$ cat config.mk
export PLATFORM = sky130hd
export DESIGN_NAME = crossfader_to_control_values_core
export DESIGN_NICKNAME = d
export VERILOG_FILES = /design/src/rtl/cfcv_pkg.sv /design/src/rtl/cfcv_div.sv /design/src/rtl/cfcv_dp.sv /design/src/rtl/cfcv_ctl.sv /design/src/rtl/crossfader_to_control_values_core.sv
export SDC_FILE = /design/constraint.sdc
export NUM_CORES = 2
export LEC_CHECK = 0
export BUFFER_PORTS_ARGS = -buffer_cell sky130_fd_sc_hd__buf_2
export CORE_MARGIN = 2
export CORE_UTILIZATION = 45
export DETAILED_ROUTE_END_ITERATION = 10
export SYNTH_ARGS = -nofsm -noshare
export SYNTH_HDL_FRONTEND = slang
export SYNTH_SLANG_ARGS = --single-unit
$ cat constraint.sdc
create_clock -name clock -period 23 [get_ports clock]
set_input_delay 3.45 -clock clock [delete_from_list [all_inputs] [get_ports clock]]
set_output_delay 3.45 -clock clock [all_outputs]
set_load 0.005 [all_outputs]
$ cat src/rtl/cfcv_pkg.sv
// Shared types and constants for the crossfader to control value block.
package cfcv_pkg;

   localparam int REQ_W      = 32;
   localparam int OP_W       = 2;
   localparam int RSP_W      = 16;
   localparam int VAL_W      = 7;
   localparam int TRK_W      = 4;
   localparam int CHAN_W     = 4;
   localparam int FADER_W    = 10;
   localparam int PROD_W     = 17;
   localparam int DIV_STEPS  = 7;
   localparam int STEP_W     = 3;
   localparam int CSR_IDX_W  = 1;
   localparam int CSR_DATA_W = 7;

   localparam logic [FADER_W-1:0] FADER_FULL     = 10'd1023;
   localparam logic [VAL_W-1:0]   VALUE_MAX      = 7'd127;
   localparam logic [VAL_W-1:0]   THRESHOLD_INIT = 7'd10;

   localparam logic [OP_W-1:0] OP_SAMPLE = 2'd0;
   localparam logic [OP_W-1:0] OP_ADJUST = 2'd1;
   localparam logic [OP_W-1:0] OP_SWAP   = 2'd2;
   localparam logic [OP_W-1:0] OP_LOAD   = 2'd3;

   localparam logic [CSR_IDX_W-1:0] CSR_THRESHOLD = 1'd0;
   localparam logic [CSR_IDX_W-1:0] CSR_CHANNEL   = 1'd1;

   typedef enum logic [2:0] {
      ST_IDLE,
      ST_DISPATCH,
      ST_MUL,
      ST_DIV,
      ST_CHK,
      ST_FLUSH
   } state_type;

   // controller -> datapath
   typedef struct packed {
      logic latch;   // capture request word
      logic edit;    // apply endpoint operation
      logic setup;   // clamp sample, reset track index
      logic mul;     // product into divider
      logic step;    // one divider step
      logic commit;  // store changed value, queue result
      logic next;    // advance track index
      logic flush;   // pending result out as last
   } cmd_type;

   // datapath -> controller
   typedef struct packed {
      logic is_sample;
      logic idx_last;
      logic changed;
      logic pend_valid;
      logic out_free;
   } sts_type;

endpackage

$ cat src/rtl/cfcv_div.sv
// Restoring divider: 7 quotient bits, one per step.
module cfcv_div import cfcv_pkg::*; (
   input  logic                clock,
   input  logic                load,
   input  logic                step,
   input  logic [PROD_W-1:0]   num,
   input  logic [FADER_W-1:0]  span,
   output logic [VAL_W-1:0]    quot
);

   logic [PROD_W-1:0]   rem_ff,  rem_in;
   logic [PROD_W-2:0]   dsr_ff,  dsr_in;
   logic [VAL_W-1:0]    q_ff,    q_in;
   logic                fits;

   // quotient is known to be below 128, so the divisor starts at span << 6
   always_comb begin
      rem_in = rem_ff;
      dsr_in = dsr_ff;
      q_in   = q_ff;
      fits   = rem_ff >= {1'b0, dsr_ff};
      if (load) begin
         rem_in = num;
         dsr_in = {span, 6'b0};
         q_in   = '0;
      end else if (step) begin
         if (fits) begin
            rem_in = rem_ff - {1'b0, dsr_ff};
         end
         q_in   = {q_ff[VAL_W-2:0], fits};
         dsr_in = dsr_ff >> 1;
      end
   end

   always_ff @(posedge clock) begin
      rem_ff <= rem_in;
      dsr_ff <= dsr_in;
      q_ff   <= q_in;
   end

   assign quot = q_ff;

endmodule

$ cat src/rtl/cfcv_dp.sv
// Datapath: endpoint store, mapping arithmetic, pending and output registers.
module cfcv_dp import cfcv_pkg::*; #(
   parameter int TRACKS = 16
) (
   input  logic                  clock,
   input  logic                  reset,
   input  logic [OP_W-1:0]       req_tuser,
   input  logic [REQ_W-1:0]      req_tdata,
   input  logic                  csr_we,
   input  logic [CSR_IDX_W-1:0]  csr_index,
   input  logic [CSR_DATA_W-1:0] csr_wdata,
   input  cmd_type               cmd,
   output sts_type               sts,
   output logic                  rsp_tvalid,
   input  logic                  rsp_tready,
   output logic [RSP_W-1:0]      rsp_tdata,
   output logic                  rsp_tlast
);

   localparam int NACT  = (TRACKS < 16) ? TRACKS : 16;
   localparam int IDX_W = (NACT > 1) ? $clog2(NACT) : 1;

   // endpoint and history store
   logic [VAL_W-1:0] left_ff [NACT];
   logic [VAL_W-1:0] left_in [NACT];
   logic [VAL_W-1:0] right_ff[NACT];
   logic [VAL_W-1:0] right_in[NACT];
   logic [VAL_W-1:0] last_ff [NACT];
   logic [VAL_W-1:0] last_in [NACT];

   // config
   logic [VAL_W-1:0]  thr_ff,  thr_in;
   logic [CHAN_W-1:0] chan_ff, chan_in;

   // latched request
   logic [OP_W-1:0]   op_ff,    op_in;
   logic [FADER_W-1:0] smp_ff,  smp_in;
   logic [TRK_W-1:0]  trk_ff,   trk_in;
   logic              side_ff,  side_in;
   logic [7:0]        delta_ff, delta_in;
   logic [VAL_W-1:0]  ldv_ff,   ldv_in;

   // sweep
   logic [FADER_W-1:0] offlo_ff, offlo_in;
   logic [FADER_W-1:0] offhi_ff, offhi_in;
   logic [FADER_W-1:0] span_ff,  span_in;
   logic [VAL_W-1:0]   base_ff,  base_in;
   logic [IDX_W-1:0]   idx_ff,   idx_in;

   // pending and output
   logic              pend_v_ff,  pend_v_in;
   logic [IDX_W-1:0]  pend_t_ff,  pend_t_in;
   logic [VAL_W-1:0]  pend_val_ff, pend_val_in;
   logic              out_v_ff,   out_v_in;
   logic [TRK_W-1:0]  out_t_ff,   out_t_in;
   logic [VAL_W-1:0]  out_val_ff, out_val_in;
   logic [CHAN_W-1:0] out_ch_ff,  out_ch_in;
   logic              out_last_ff, out_last_in;

   logic               trk_ok;
   logic [IDX_W-1:0]   eidx;
   logic [VAL_W-1:0]   cur_ep;
   logic signed [8:0]  adj_sum;
   logic [VAL_W-1:0]   adj_val;
   logic [FADER_W-1:0] hi;
   logic [FADER_W-1:0] fclamp;
   logic [VAL_W-1:0]   ep_l, ep_r, diff;
   logic               rev;
   logic [FADER_W-1:0] mul_a;
   logic [PROD_W-1:0]  product;
   logic [VAL_W-1:0]   quot;
   logic [VAL_W-1:0]   new_val;
   logic               out_free;

   cfcv_div u_div (
      .clock (clock),
      .load  (cmd.mul),
      .step  (cmd.step),
      .num   (product),
      .span  (span_ff),
      .quot  (quot)
   );

   always_comb begin
      trk_ok  = int'(trk_ff) < TRACKS;
      eidx    = trk_ff[IDX_W-1:0];
      cur_ep  = side_ff ? right_ff[eidx] : left_ff[eidx];
      adj_sum = $signed({2'b00, cur_ep}) + $signed({delta_ff[7], delta_ff});
      if (adj_sum < 0) begin
         adj_val = '0;
      end else if (adj_sum > $signed({2'b00, VALUE_MAX})) begin
         adj_val = VALUE_MAX;
      end else begin
         adj_val = adj_sum[VAL_W-1:0];
      end

      hi = FADER_FULL - {3'b000, thr_ff};
      if (smp_ff > hi) begin
         fclamp = hi;
      end else if (smp_ff < {3'b000, thr_ff}) begin
         fclamp = {3'b000, thr_ff};
      end else begin
         fclamp = smp_ff;
      end

      ep_l    = left_ff[idx_ff];
      ep_r    = right_ff[idx_ff];
      rev     = ep_r < ep_l;
      diff    = rev ? (ep_l - ep_r) : (ep_r - ep_l);
      mul_a   = rev ? offhi_ff : offlo_ff;
      product = PROD_W'(mul_a) * PROD_W'(diff);

      new_val  = base_ff + quot;
      out_free = !out_v_ff || rsp_tready;
   end

   always_comb begin
      left_in     = left_ff;
      right_in    = right_ff;
      last_in     = last_ff;
      thr_in      = thr_ff;
      chan_in     = chan_ff;
      op_in       = op_ff;
      smp_in      = smp_ff;
      trk_in      = trk_ff;
      side_in     = side_ff;
      delta_in    = delta_ff;
      ldv_in      = ldv_ff;
      offlo_in    = offlo_ff;
      offhi_in    = offhi_ff;
      span_in     = span_ff;
      base_in     = base_ff;
      idx_in      = idx_ff;
      pend_v_in   = pend_v_ff;
      pend_t_in   = pend_t_ff;
      pend_val_in = pend_val_ff;
      out_v_in    = out_v_ff;
      out_t_in    = out_t_ff;
      out_val_in  = out_val_ff;
      out_ch_in   = out_ch_ff;
      out_last_in = out_last_ff;

      if (csr_we) begin
         case (csr_index)
            CSR_THRESHOLD: thr_in  = csr_wdata;
            CSR_CHANNEL:   chan_in = csr_wdata[CHAN_W-1:0];
            default: ;
         endcase
      end

      if (cmd.latch) begin
         op_in    = req_tuser;
         smp_in   = req_tdata[9:0];
         trk_in   = req_tdata[13:10];
         side_in  = req_tdata[14];
         delta_in = req_tdata[22:15];
         ldv_in   = req_tdata[29:23];
      end

      if (cmd.edit && trk_ok) begin
         case (op_ff)
            OP_ADJUST: begin
               if (side_ff) right_in[eidx] = adj_val;
               else         left_in[eidx]  = adj_val;
            end
            OP_SWAP: begin
               left_in[eidx]  = right_ff[eidx];
               right_in[eidx] = left_ff[eidx];
            end
            OP_LOAD: begin
               if (side_ff) right_in[eidx] = ldv_ff;
               else         left_in[eidx]  = ldv_ff;
            end
            default: ;
         endcase
      end

      if (cmd.setup) begin
         offlo_in = fclamp - {3'b000, thr_ff};
         offhi_in = hi - fclamp;
         span_in  = hi - {3'b000, thr_ff};
         idx_in   = '0;
      end

      if (cmd.mul) begin
         base_in = rev ? ep_r : ep_l;
      end

      // output word leaves
      if (out_v_ff && rsp_tready) begin
         out_v_in = 1'b0;
      end

      if (cmd.commit) begin
         last_in[idx_ff] = new_val;
         if (pend_v_ff) begin
            out_v_in    = 1'b1;
            out_t_in    = TRK_W'(pend_t_ff);
            out_val_in  = pend_val_ff;
            out_ch_in   = chan_ff;
            out_last_in = 1'b0;
         end
         pend_v_in   = 1'b1;
         pend_t_in   = idx_ff;
         pend_val_in = new_val;
      end

      if (cmd.next) begin
         idx_in = idx_ff + 1'b1;
      end

      if (cmd.flush) begin
         out_v_in    = 1'b1;
         out_t_in    = TRK_W'(pend_t_ff);
         out_val_in  = pend_val_ff;
         out_ch_in   = chan_ff;
         out_last_in = 1'b1;
         pend_v_in   = 1'b0;
      end
   end

   always_ff @(posedge clock) begin
      if (reset) begin
         for (int i = 0; i < NACT; i++) begin
            left_ff[i]  <= '0;
            right_ff[i] <= VALUE_MAX;
            last_ff[i]  <= '0;
         end
         thr_ff    <= THRESHOLD_INIT;
         chan_ff   <= '0;
         pend_v_ff <= 1'b0;
         out_v_ff  <= 1'b0;
      end else begin
         left_ff   <= left_in;
         right_ff  <= right_in;
         last_ff   <= last_in;
         thr_ff    <= thr_in;
         chan_ff   <= chan_in;
         pend_v_ff <= pend_v_in;
         out_v_ff  <= out_v_in;
      end
   end

   always_ff @(posedge clock) begin
      op_ff       <= op_in;
      smp_ff      <= smp_in;
      trk_ff      <= trk_in;
      side_ff     <= side_in;
      delta_ff    <= delta_in;
      ldv_ff      <= ldv_in;
      offlo_ff    <= offlo_in;
      offhi_ff    <= offhi_in;
      span_ff     <= span_in;
      base_ff     <= base_in;
      idx_ff      <= idx_in;
      pend_t_ff   <= pend_t_in;
      pend_val_ff <= pend_val_in;
      out_t_ff    <= out_t_in;
      out_val_ff  <= out_val_in;
      out_ch_ff   <= out_ch_in;
      out_last_ff <= out_last_in;
   end

   always_comb begin
      sts.is_sample  = op_ff == OP_SAMPLE;
      sts.idx_last   = idx_ff == IDX_W'(NACT - 1);
      sts.changed    = new_val != last_ff[idx_ff];
      sts.pend_valid = pend_v_ff;
      sts.out_free   = out_free;
   end

   assign rsp_tvalid = out_v_ff;
   assign rsp_tdata  = {1'b0, out_ch_ff, out_val_ff, out_t_ff};
   assign rsp_tlast  = out_last_ff;

endmodule

$ cat src/rtl/cfcv_ctl.sv
// Controller: request sequencing and per-track sweep state machine.
module cfcv_ctl import cfcv_pkg::*; (
   input  logic      clock,
   input  logic      reset,
   input  logic      req_tvalid,
   output logic      req_tready,
   input  sts_type   sts,
   output cmd_type   cmd,
   output state_type state
);

   state_type         state_ff, state_in;
   logic [STEP_W-1:0] cnt_ff,   cnt_in;

   always_ff @(posedge clock) begin
      if (reset) begin
         state_ff <= ST_IDLE;
         cnt_ff   <= '0;
      end else begin
         state_ff <= state_in;
         cnt_ff   <= cnt_in;
      end
   end

   always_comb begin
      state_in   = state_ff;
      cnt_in     = cnt_ff;
      cmd        = '0;
      req_tready = 1'b0;
      case (state_ff)
         ST_IDLE: begin
            req_tready = 1'b1;
            if (req_tvalid) begin
               cmd.latch = 1'b1;
               state_in  = ST_DISPATCH;
            end
         end
         ST_DISPATCH: begin
            if (sts.is_sample) begin
               cmd.setup = 1'b1;
               state_in  = ST_MUL;
            end else begin
               cmd.edit = 1'b1;
               state_in = ST_IDLE;
            end
         end
         ST_MUL: begin
            cmd.mul  = 1'b1;
            cnt_in   = '0;
            state_in = ST_DIV;
         end
         ST_DIV: begin
            cmd.step = 1'b1;
            cnt_in   = cnt_ff + 1'b1;
            if (cnt_ff == STEP_W'(DIV_STEPS - 1)) begin
               state_in = ST_CHK;
            end
         end
         ST_CHK: begin
            // a changed value waits while the pending one has nowhere to go
            if (!sts.changed || !sts.pend_valid || sts.out_free) begin
               cmd.commit = sts.changed;
               if (sts.idx_last) begin
                  state_in = ST_FLUSH;
               end else begin
                  cmd.next = 1'b1;
                  state_in = ST_MUL;
               end
            end
         end
         ST_FLUSH: begin
            if (!sts.pend_valid) begin
               state_in = ST_IDLE;
            end else if (sts.out_free) begin
               cmd.flush = 1'b1;
               state_in  = ST_IDLE;
            end
         end
         default: state_in = ST_IDLE;
      endcase
   end

   assign state = state_ff;

endmodule

$ cat src/rtl/crossfader_to_control_values_core.sv
// Top level: crossfader sample to per-track control value words.
//
//  channel  direction  handshake              payload
//  req      in         req_tvalid/req_tready  req_tuser[1:0], req_tdata[31:0]
//  rsp      out        rsp_tvalid/rsp_tready  rsp_tdata[15:0], rsp_tlast
//  csr      in         csr_we (no wait)       csr_index, csr_wdata
//
// Endpoint words (adjust, swap, load) are accepted, then applied in the dispatch state.
// A fader sample sweeps min(TRACKS, 16) tracks, per track a multiply step, the seven
// steps of the shared restoring divider and a compare step.
// One changed value is held back so the final one can carry tlast; the sweep
// stalls only when that held value must move into a still-full output register.
// Reset (synchronous) loads endpoints left 0 / right 127, history 0, threshold 10.
module crossfader_to_control_values_core import cfcv_pkg::*; #(
   parameter int TRACKS = 16
) (
   input  logic                  clock,
   input  logic                  reset,
   input  logic                  req_tvalid,
   output logic                  req_tready,
   // opcode[1:0]
   input  logic [OP_W-1:0]       req_tuser,
   // sample[9:0], track[13:10], side[14], delta[22:15], load_value[29:23],
   // zero[31:30]
   input  logic [REQ_W-1:0]      req_tdata,
   output logic                  rsp_tvalid,
   input  logic                  rsp_tready,
   // out_track[3:0], out_value[10:4], out_channel[14:11], zero[15]
   output logic [RSP_W-1:0]      rsp_tdata,
   output logic                  rsp_tlast,
   input  logic                  csr_we,
   input  logic [CSR_IDX_W-1:0]  csr_index,
   input  logic [CSR_DATA_W-1:0] csr_wdata
);

   cmd_type   cmd;
   sts_type   sts;
   state_type state;

   cfcv_ctl u_ctl (
      .clock      (clock),
      .reset      (reset),
      .req_tvalid (req_tvalid),
      .req_tready (req_tready),
      .sts        (sts),
      .cmd        (cmd),
      .state      (state)
   );

   cfcv_dp #(
      .TRACKS (TRACKS)
   ) u_dp (
      .clock      (clock),
      .reset      (reset),
      .req_tuser  (req_tuser),
      .req_tdata  (req_tdata),
      .csr_we     (csr_we),
      .csr_index  (csr_index),
      .csr_wdata  (csr_wdata),
      .cmd        (cmd),
      .sts        (sts),
      .rsp_tvalid (rsp_tvalid),
      .rsp_tready (rsp_tready),
      .rsp_tdata  (rsp_tdata),
      .rsp_tlast  (rsp_tlast)
   );

   // no held-back value may survive the end of a sweep
   a_idle_no_pending: assert property (@(posedge clock) disable iff (reset)
      req_tready |-> !sts.pend_valid)
      else $error("pending result left over when idle");

   // the final held value goes out flagged last
   a_flush_last: assert property (@(posedge clock) disable iff (reset)
      (state == ST_FLUSH && sts.pend_valid && sts.out_free)
         |=> (rsp_tvalid && rsp_tlast))
      else $error("flushed result not marked last");

   // a commit only happens with room for the displaced pending value
   a_commit_room: assert property (@(posedge clock) disable iff (reset)
      (cmd.commit && sts.pend_valid) |-> sts.out_free)
      else $error("result overwritten in output register");

endmodule

# Word level (Yosys, flattened, before mapping)

Cells that the tools add are included.

Add/sub/neg operators: 11
$mul: 1
Div/mod/pow operators: 0
Order comparisons: 10
Eq/ne operators: 19
Shift-type cells: 0
Multiplexer cells: 83
Bitwise gates (word level): 3
Reductions and logical operators: 27

Operators with widths:

| cell               | number |
|---|---|
| $bwmux 112         | 7 |
| $pmux 112 s3       | 2 |
| $mux 112           | 4 |
| $bmux 7 s4         | 5 |
| $mux 7             | 20 |
| $demux 7 s4        | 2 |
| $mux 17            | 3 |
| $mux 16            | 2 |
| $mux 4             | 8 |
| $mux 10            | 3 |
| $sub 10x7->10      | 2 |
| $mux 3             | 6 |
| $pmux 3 s6         | 1 |
| $ge 17x16->1       | 1 |
| $mul 10x7->17      | 1 |
| $sub 17x16->17     | 1 |
| $mux 1             | 15 |
| $sub 7x7->7        | 2 |
| $reduce_and 4->1   | 3 |
| $reduce_bool 2->1  | 6 |
| $ge 5x5->1 const B | 2 |
| $gt 10x10->1       | 1 |
| $lt 10x7->1        | 1 |
| $lt 5x1->1 const B | 2 |
| 31 further kinds   | 54 |

Register bits after elaboration: 495
Latch bits: 0
RAM bits: 0
ROM bits: 0
Bits of input ports: 47
Output and inout bits: 19
Word-level logic and storage cells: 229
Memories: 0

# Longest topological paths before layout

Depth after elaboration: 12
Depth in mapped cells: 36
Gate-level depth less buffers: 29

# By module

A second synthesis with hierarchy kept.

Cells, all modules: 3086
Area, all modules: 29510.8 um^2

Modules (own cells, without submodules):

| module   | times used | cells each | area an instance (um^2) | sequential area each (um^2) |
|---|---|---|---|---|
| cfcv_dp  | 1          | 2758       | 26545.5                 | 9889.5 |
| cfcv_div | 1          | 272        | 2493.6                  | 1071.0 |
| cfcv_ctl | 1          | 56         | 471.7                   | 120.1 |

# Worst setup path before layout

OpenSTA, ideal clock, no wires.

Path type: reg-to-reg
From: register u_dp.idx_ff[0]
To: register u_dp.u_div.rem_ff[14] (data pin)
Setup time: 0.259 ns
Arrival: 9.402 ns
Data required time: 22.741 ns
Slack: 13.339 ns
Cell stages (with the launch flop): 34
Clock period less this slack: 9.661 ns
Cell sequence: edfxtp_1 -> buf_2 -> buf_4 -> buf_1 -> clkbuf_1 -> buf_2 -> mux4_2 -> mux4_2 -> inv_1 -> ha_1 -> clkbuf_1 -> o21a_1 -> nor2_1 -> a31oi_1 -> clkbuf_1 -> mux2i_1 -> o21ai_0 -> a2111o_1 -> nand4_1 -> nor2_1 -> fa_1 -> fa_1 -> fa_1 -> inv_1 -> fa_1 -> inv_1 -> ha_1 -> a2111oi_0 -> o21ai_0 -> a31oi_1 -> o21bai_1 -> a211oi_1 -> o21ai_0 -> o31a_1

Longest elaborated chain between the ends: 8
Elaborated cells on any way between the ends: 14
Classes of those cells: add/sub: 2; mul: 1; order compare: 1; mux: 9; bitwise: 1

Ends and longest elaborated chain:

| element                                   | line                           | source |
|---|---|---|
| start, declared                           | cfcv_dp.sv:48                  | `logic [IDX_W-1:0] idx_ff, idx_in;` |
| start signal, assigned                    | cfcv_dp.sv:255                 | `idx_ff <= idx_in;` |
| $not 4->5 (implied by the code) *         | cfcv_dp.sv:106, cfcv_dp.sv:107 |  |
| $bmux 7 s4 (on tied branches)             | cfcv_dp.sv:107, cfcv_dp.sv:106 |  |
| $mux 7 (on tied branches) (2 in series)   | cfcv_dp.sv:107, cfcv_dp.sv:106 |  |
| $sub 7x7->7 or $lt 7x7->1 (tied branches) | cfcv_dp.sv:109, cfcv_dp.sv:108 |  |
| $mux 7 or $mux 10 (tied branches)         | cfcv_dp.sv:109, cfcv_dp.sv:110 |  |
| $mul 10x7->17 *                           | cfcv_dp.sv:111                 | `product = PROD_W'(mul_a) * PROD_W'(diff);` |
| $mux 17 *                                 | cfcv_div.sv:22                 | `if (load) begin` |
| named net u_dp.u_div.rem_in[14]           | cfcv_div.sv:11                 | `logic [PROD_W-1:0] rem_ff, rem_in;` |
| end signal, assigned                      | cfcv_div.sv:36                 | `rem_ff <= rem_in;` |
| end, declared                             | cfcv_div.sv:11                 |  |

The timed path passes the listed nets; every way through them passes the cells marked *. The select of a mux whose other input is x is not followed.
A chain may end at the register's enable or synchronous reset.

# Worst setup path after layout

Ends and elaborated chain as after synthesis.

==> summary.md <==
| Metric | Value |
|---|---|
| Num CTS Buffers | `53` |
| Hold wc startpoint | `u_dp.pend_t_ff[0]` |
| DRT iter0 DRCs | `2073` |
| Reg2Reg Depth | `26` |
| Max Fclk | `0.0981 GHz` |
| Vias post-DR | `23400` |
| DRT Wirelength | `86500 µm` |
| Gr usage total | `25.8%` |
| Antenna violations before repair | `1` |
| Post-route ant nets | `0` |
| Clk pwr share | `31.7%` |
| Final Cell Area | `32000 µm²` |
| CP endpoint kind | `flip-flop` |
| Routed len/inst | `22.8 µm` |
| Core area | `64200 µm²` |
| Worst path required time | `23.37 ns` |
| Worst skew pair latency | `0.63 ns` |
| Synthesis-stage register bit count | `492` |
| Worst Tran Pin Value | `1.33 ns` |
| Maximum clock path buffer count | `3` |
| Seq pwr share | `32.6%` |
| Syn Nets | `3124` |
| Fin util | `49.9%` |
| Internal power | `1.92 mW` |
| Cell depth of the worst hold path | `0` |
| Switching Power | `1.03 mW` |
| Total of max-cap violations | `0` |
| First-pass iteration count of the detailed router | `5` |
| Post-synth EDFFs | `123` |
| Post-CTS Setup Repair Bufs | `0` |
| Synth Instances | `2920` |
| Avg Inst Size Synth | `9.97 µm²` |
| TritonCTS clock tree | `done` |
| Top cell by count, worst path | `fa_1` |
| CP startpoint kind | `flip-flop` |
| Nets | `3092` |
| P_leak | `12.6 nW` |
| RSZ-0062 raised after global routing | `no` |
| Vias per Instance | `6.18` |
| Crit Path Max Fanout | `82` |
| Cts hold-fix bufs | `0` |
| Die area | `66700 µm²` |
| Rel. slew slack | `10.1%` |
| Post-CTS sizing | `0` |
| Slowest cell on the critical path | `a31oi_4` |
| Worst flop-to-flop path endpoint | `u_dp.u_div.rem_ff[14]` |
| CP top delay family | `compound AO/OA/AOI/OAI gates` |
| Die H | `258 µm` |
| Area of placed instances | `30100 µm²` |
| Outcome | `complete, no violations` |
| Clock Skew | `0.0169 ns` |
| Gate power share | `35.6%` |
| Worst r2r src | `u_dp.idx_ff[0]` |
| Final Max Tran Viols | `0` |
| Die W | `258 µm` |
| CTS H-tree lvls | `2` |
| Minimum clock period | `10.19 ns` |
| Clk sinks | `492` |
| Ys Warns | `0` |
| Setup TNS | `0 ns` |
| Worst-path clk slew | `0.06 ns` |
| First-pass GRT wire length | `134000 µm` |
| Number of port buffers | `62` |
| Share of flip-flops with an asynchronous set or reset | `0%` |
| Crit path DAT | `10.56 ns` |
| Final setup vio count | `0` |
| Crit share post-route | `44.3%` |
| Layout Area Growth over Synthesis | `10.1%` |
| VDD IR-drop max | `0.0824 mV` |
| Cell Area, Synth | `29100 µm²` |
| FF-to-FF setup slack | `12.81 ns` |
| Buf/Inv on CP | `3` |
| WHS Endpoint | `u_dp.out_t_ff[0]` |
| DP HPWL | `60800 µm` |
| Worst Setup Path Type | `flip-flop to flip-flop` |
| FP Rows | `93` |
| Total gr overflow | `0` |
| DRC errors left | `0` |
| Vias in the first global route | `23200` |
| Top FF cell, synth | `dfxtp_1` |
| Switch share | `34.9%` |
| Final Hold Fails | `0` |
| Top-Level Pins | `66` |
| Register area share after synthesis | `38.1%` |
| CP peak stage delay | `0.88 ns` |
| Number of distinct library cells after synthesis | `65` |
| Pwr dens | `92.0 nW/µm²` |
| Routability cong. | `0.931` |
| Share of layout cells above drive strength 1 | `14.7%` |
| Pin count of the biggest net entering global routing | `114` |
| Hold Crit Class | `flip-flop to flip-flop` |
| Initial Util | `45.3%` |
| CTS root buf | `clkbuf_16` |
==> final cells by class <==
type / instances / area [µm²]
clock inverters: 26 / 393
well taps: 855 / 1070
repair buffers: 111 / 706
clock buffers: 73 / 1510
multi-input cells: 2094 / 16800
inverters: 136 / 515
diodes: 1 / 2.50
fillers: 5884 / 32200
flip-flops and latches: 492 / 11100
==> metal layers <==
layer,up-vias,global-route usage [%],wire length (µm)
met5,-,0,18
met4,2,11.9,3870
met3,213,5.08,6880
met2,975,41.1,39600
met1,11500,34.1,36100
li1,10700,-,-
==> placed cells by master (no fill, tap or decap), types with 11 or more instances in the layout <==
cell type    n
a21o_1      16
nand3_1     36
o32a_1      65
clkbuf_16   54
mux2_2      11
xnor2_1     41
mux4_2     164
o211ai_1    29
mux2i_1    152
nor2_1     336
o21bai_1    12
nor2b_1     17
o31a_1      47
a31oi_1     18
nor3_1      42
dfxtp_1    369
or2_2       26
a311oi_1    13
ha_1       111
a21oi_1    204
a211oi_1    40
o21a_1      12
nand2b_1    18
inv_1      134
buf_2       61
buf_4       48
edfxtp_1   123
nand2_1    301
fa_1        46
nand4_4     16
xor2_1      18
o21ai_0    183
==> logic make-up (layout without fill, tap and decap cells) <==
family | Yosys count | count (layout) | share of synthesized area, %
AND/OR/NAND/NOR | 844 | 844 | 13.2
other | 1 | 2 | 0.0129
multiplexers | 333 | 333 | 18.8
XOR/XNOR | 59 | 59 | 1.78
flip-flops | 492 | 492 | 38.1
adder cells (fa/ha/maj) | 157 | 157 | 7.94
AO/OA/AOI/OAI | 700 | 700 | 15.7
buffers and inverters | 334 | 346 | 4.53
==> worst register-to-register path: cells and delay by family (launching register included) <==
family          cells  cell delay [ns]
fa+ha+maj           6             2.81
simple gates        2             0.33
xor+xnor            1             0.67
buf+inv             3             0.65
mux                 3             1.80
flops               1             0.38
compound gates     11             3.30
==> synth_stat cells, drive strengths merged (9+ instances only) <==
master	count	area (µm²)
nand2b	18	113
or3	10	62.6
buf	36	199
nor3	46	230
nor4	10	62.6
fa	46	921
a311oi	13	114
o21bai	12	90.1
nand4	22	378
o31a	47	412
dfxtp	369	7390
o21a	12	90.1
nand3	36	180
a21oi	206	1030
o32a	65	651
o31ai	9	67.6
a31oi	19	119
xor2	18	158
o21ai	183	916
a211oi	40	300
edfxtp	123	3690
nor2	337	1260
nand2	301	1130
clkbuf	162	608
a21o	16	120
mux2	11	124
mux4	169	3820
nor2b	17	106
mux2i	153	1530
inv	135	507
or2	26	163
xnor2	41	359
o211ai	29	218
ha	111	1390
==> power groups by stage <==
stage                     sequential, mW  combinational, mW  clock, mW
after floorplan                    0.967              0.807          0
after global placement             0.977               1.03          0
after detailed placement           0.979               1.04          0
after CTS                          0.961               1.05      0.951
after global routing               0.965               1.18      0.983
final                              0.962               1.05      0.935
==> sequential cells by signal, summed over array words and instances, names as in the netlist, 7 cells and up <==
signal             flops
u_dp.right_ff        112
u_dp.u_div.dsr_ff     16
u_dp.u_div.rem_ff     17
u_dp.left_ff         112
u_dp.offlo_ff         10
u_dp.thr_ff            7
u_dp.u_div.quot        7
u_dp.offhi_ff         10
u_dp.base_ff           7
u_dp.last_ff         112
u_dp.pend_val_ff       7
u_dp.smp_ff           10
u_dp.out_val_ff        7
u_dp.ldv_ff            7
u_dp.span_ff           7
u_dp.delta_ff          8
==> worst max path at each step <==
stage	start	cells past startpoint	to	slack [ns]
finish	u_dp.idx_ff[0]	26	u_dp.u_div.rem_ff[14]	12.81
global route	u_dp.idx_ff[0]	26	u_dp.u_div.rem_ff[14]	12.03
CTS	u_dp.idx_ff[0]	26	u_dp.u_div.rem_ff[14]	12.80
detailed placement	u_dp.idx_ff[0]	26	u_dp.u_div.rem_ff[14]	12.81
global placement	u_dp.idx_ff[0]	26	u_dp.u_div.rem_ff[14]	12.85
floorplan	u_dp.idx_ff[0]	33	u_dp.u_div.rem_ff[14]	13.34
==> metrics by stage <==
step | setup WS, ns | total power, mW | hold WS (ns) | std cells
3_5_place_dp | 12.81 | 2.02 | 0.405 | 3688
4_1_cts | 12.80 | 2.96 | 0.419 | 3787
6_report | 12.81 | 2.95 | 0.418 | 3788
3_3_place_gp | 12.85 | 2.00 | 0.406 | 3688
2_1_floorplan | 13.34 | 1.77 | 0.400 | 2920
5_1_grt | 12.03 | 3.13 | 0.430 | 3787
Note: power is estimated with default switching activity, not from simulation.
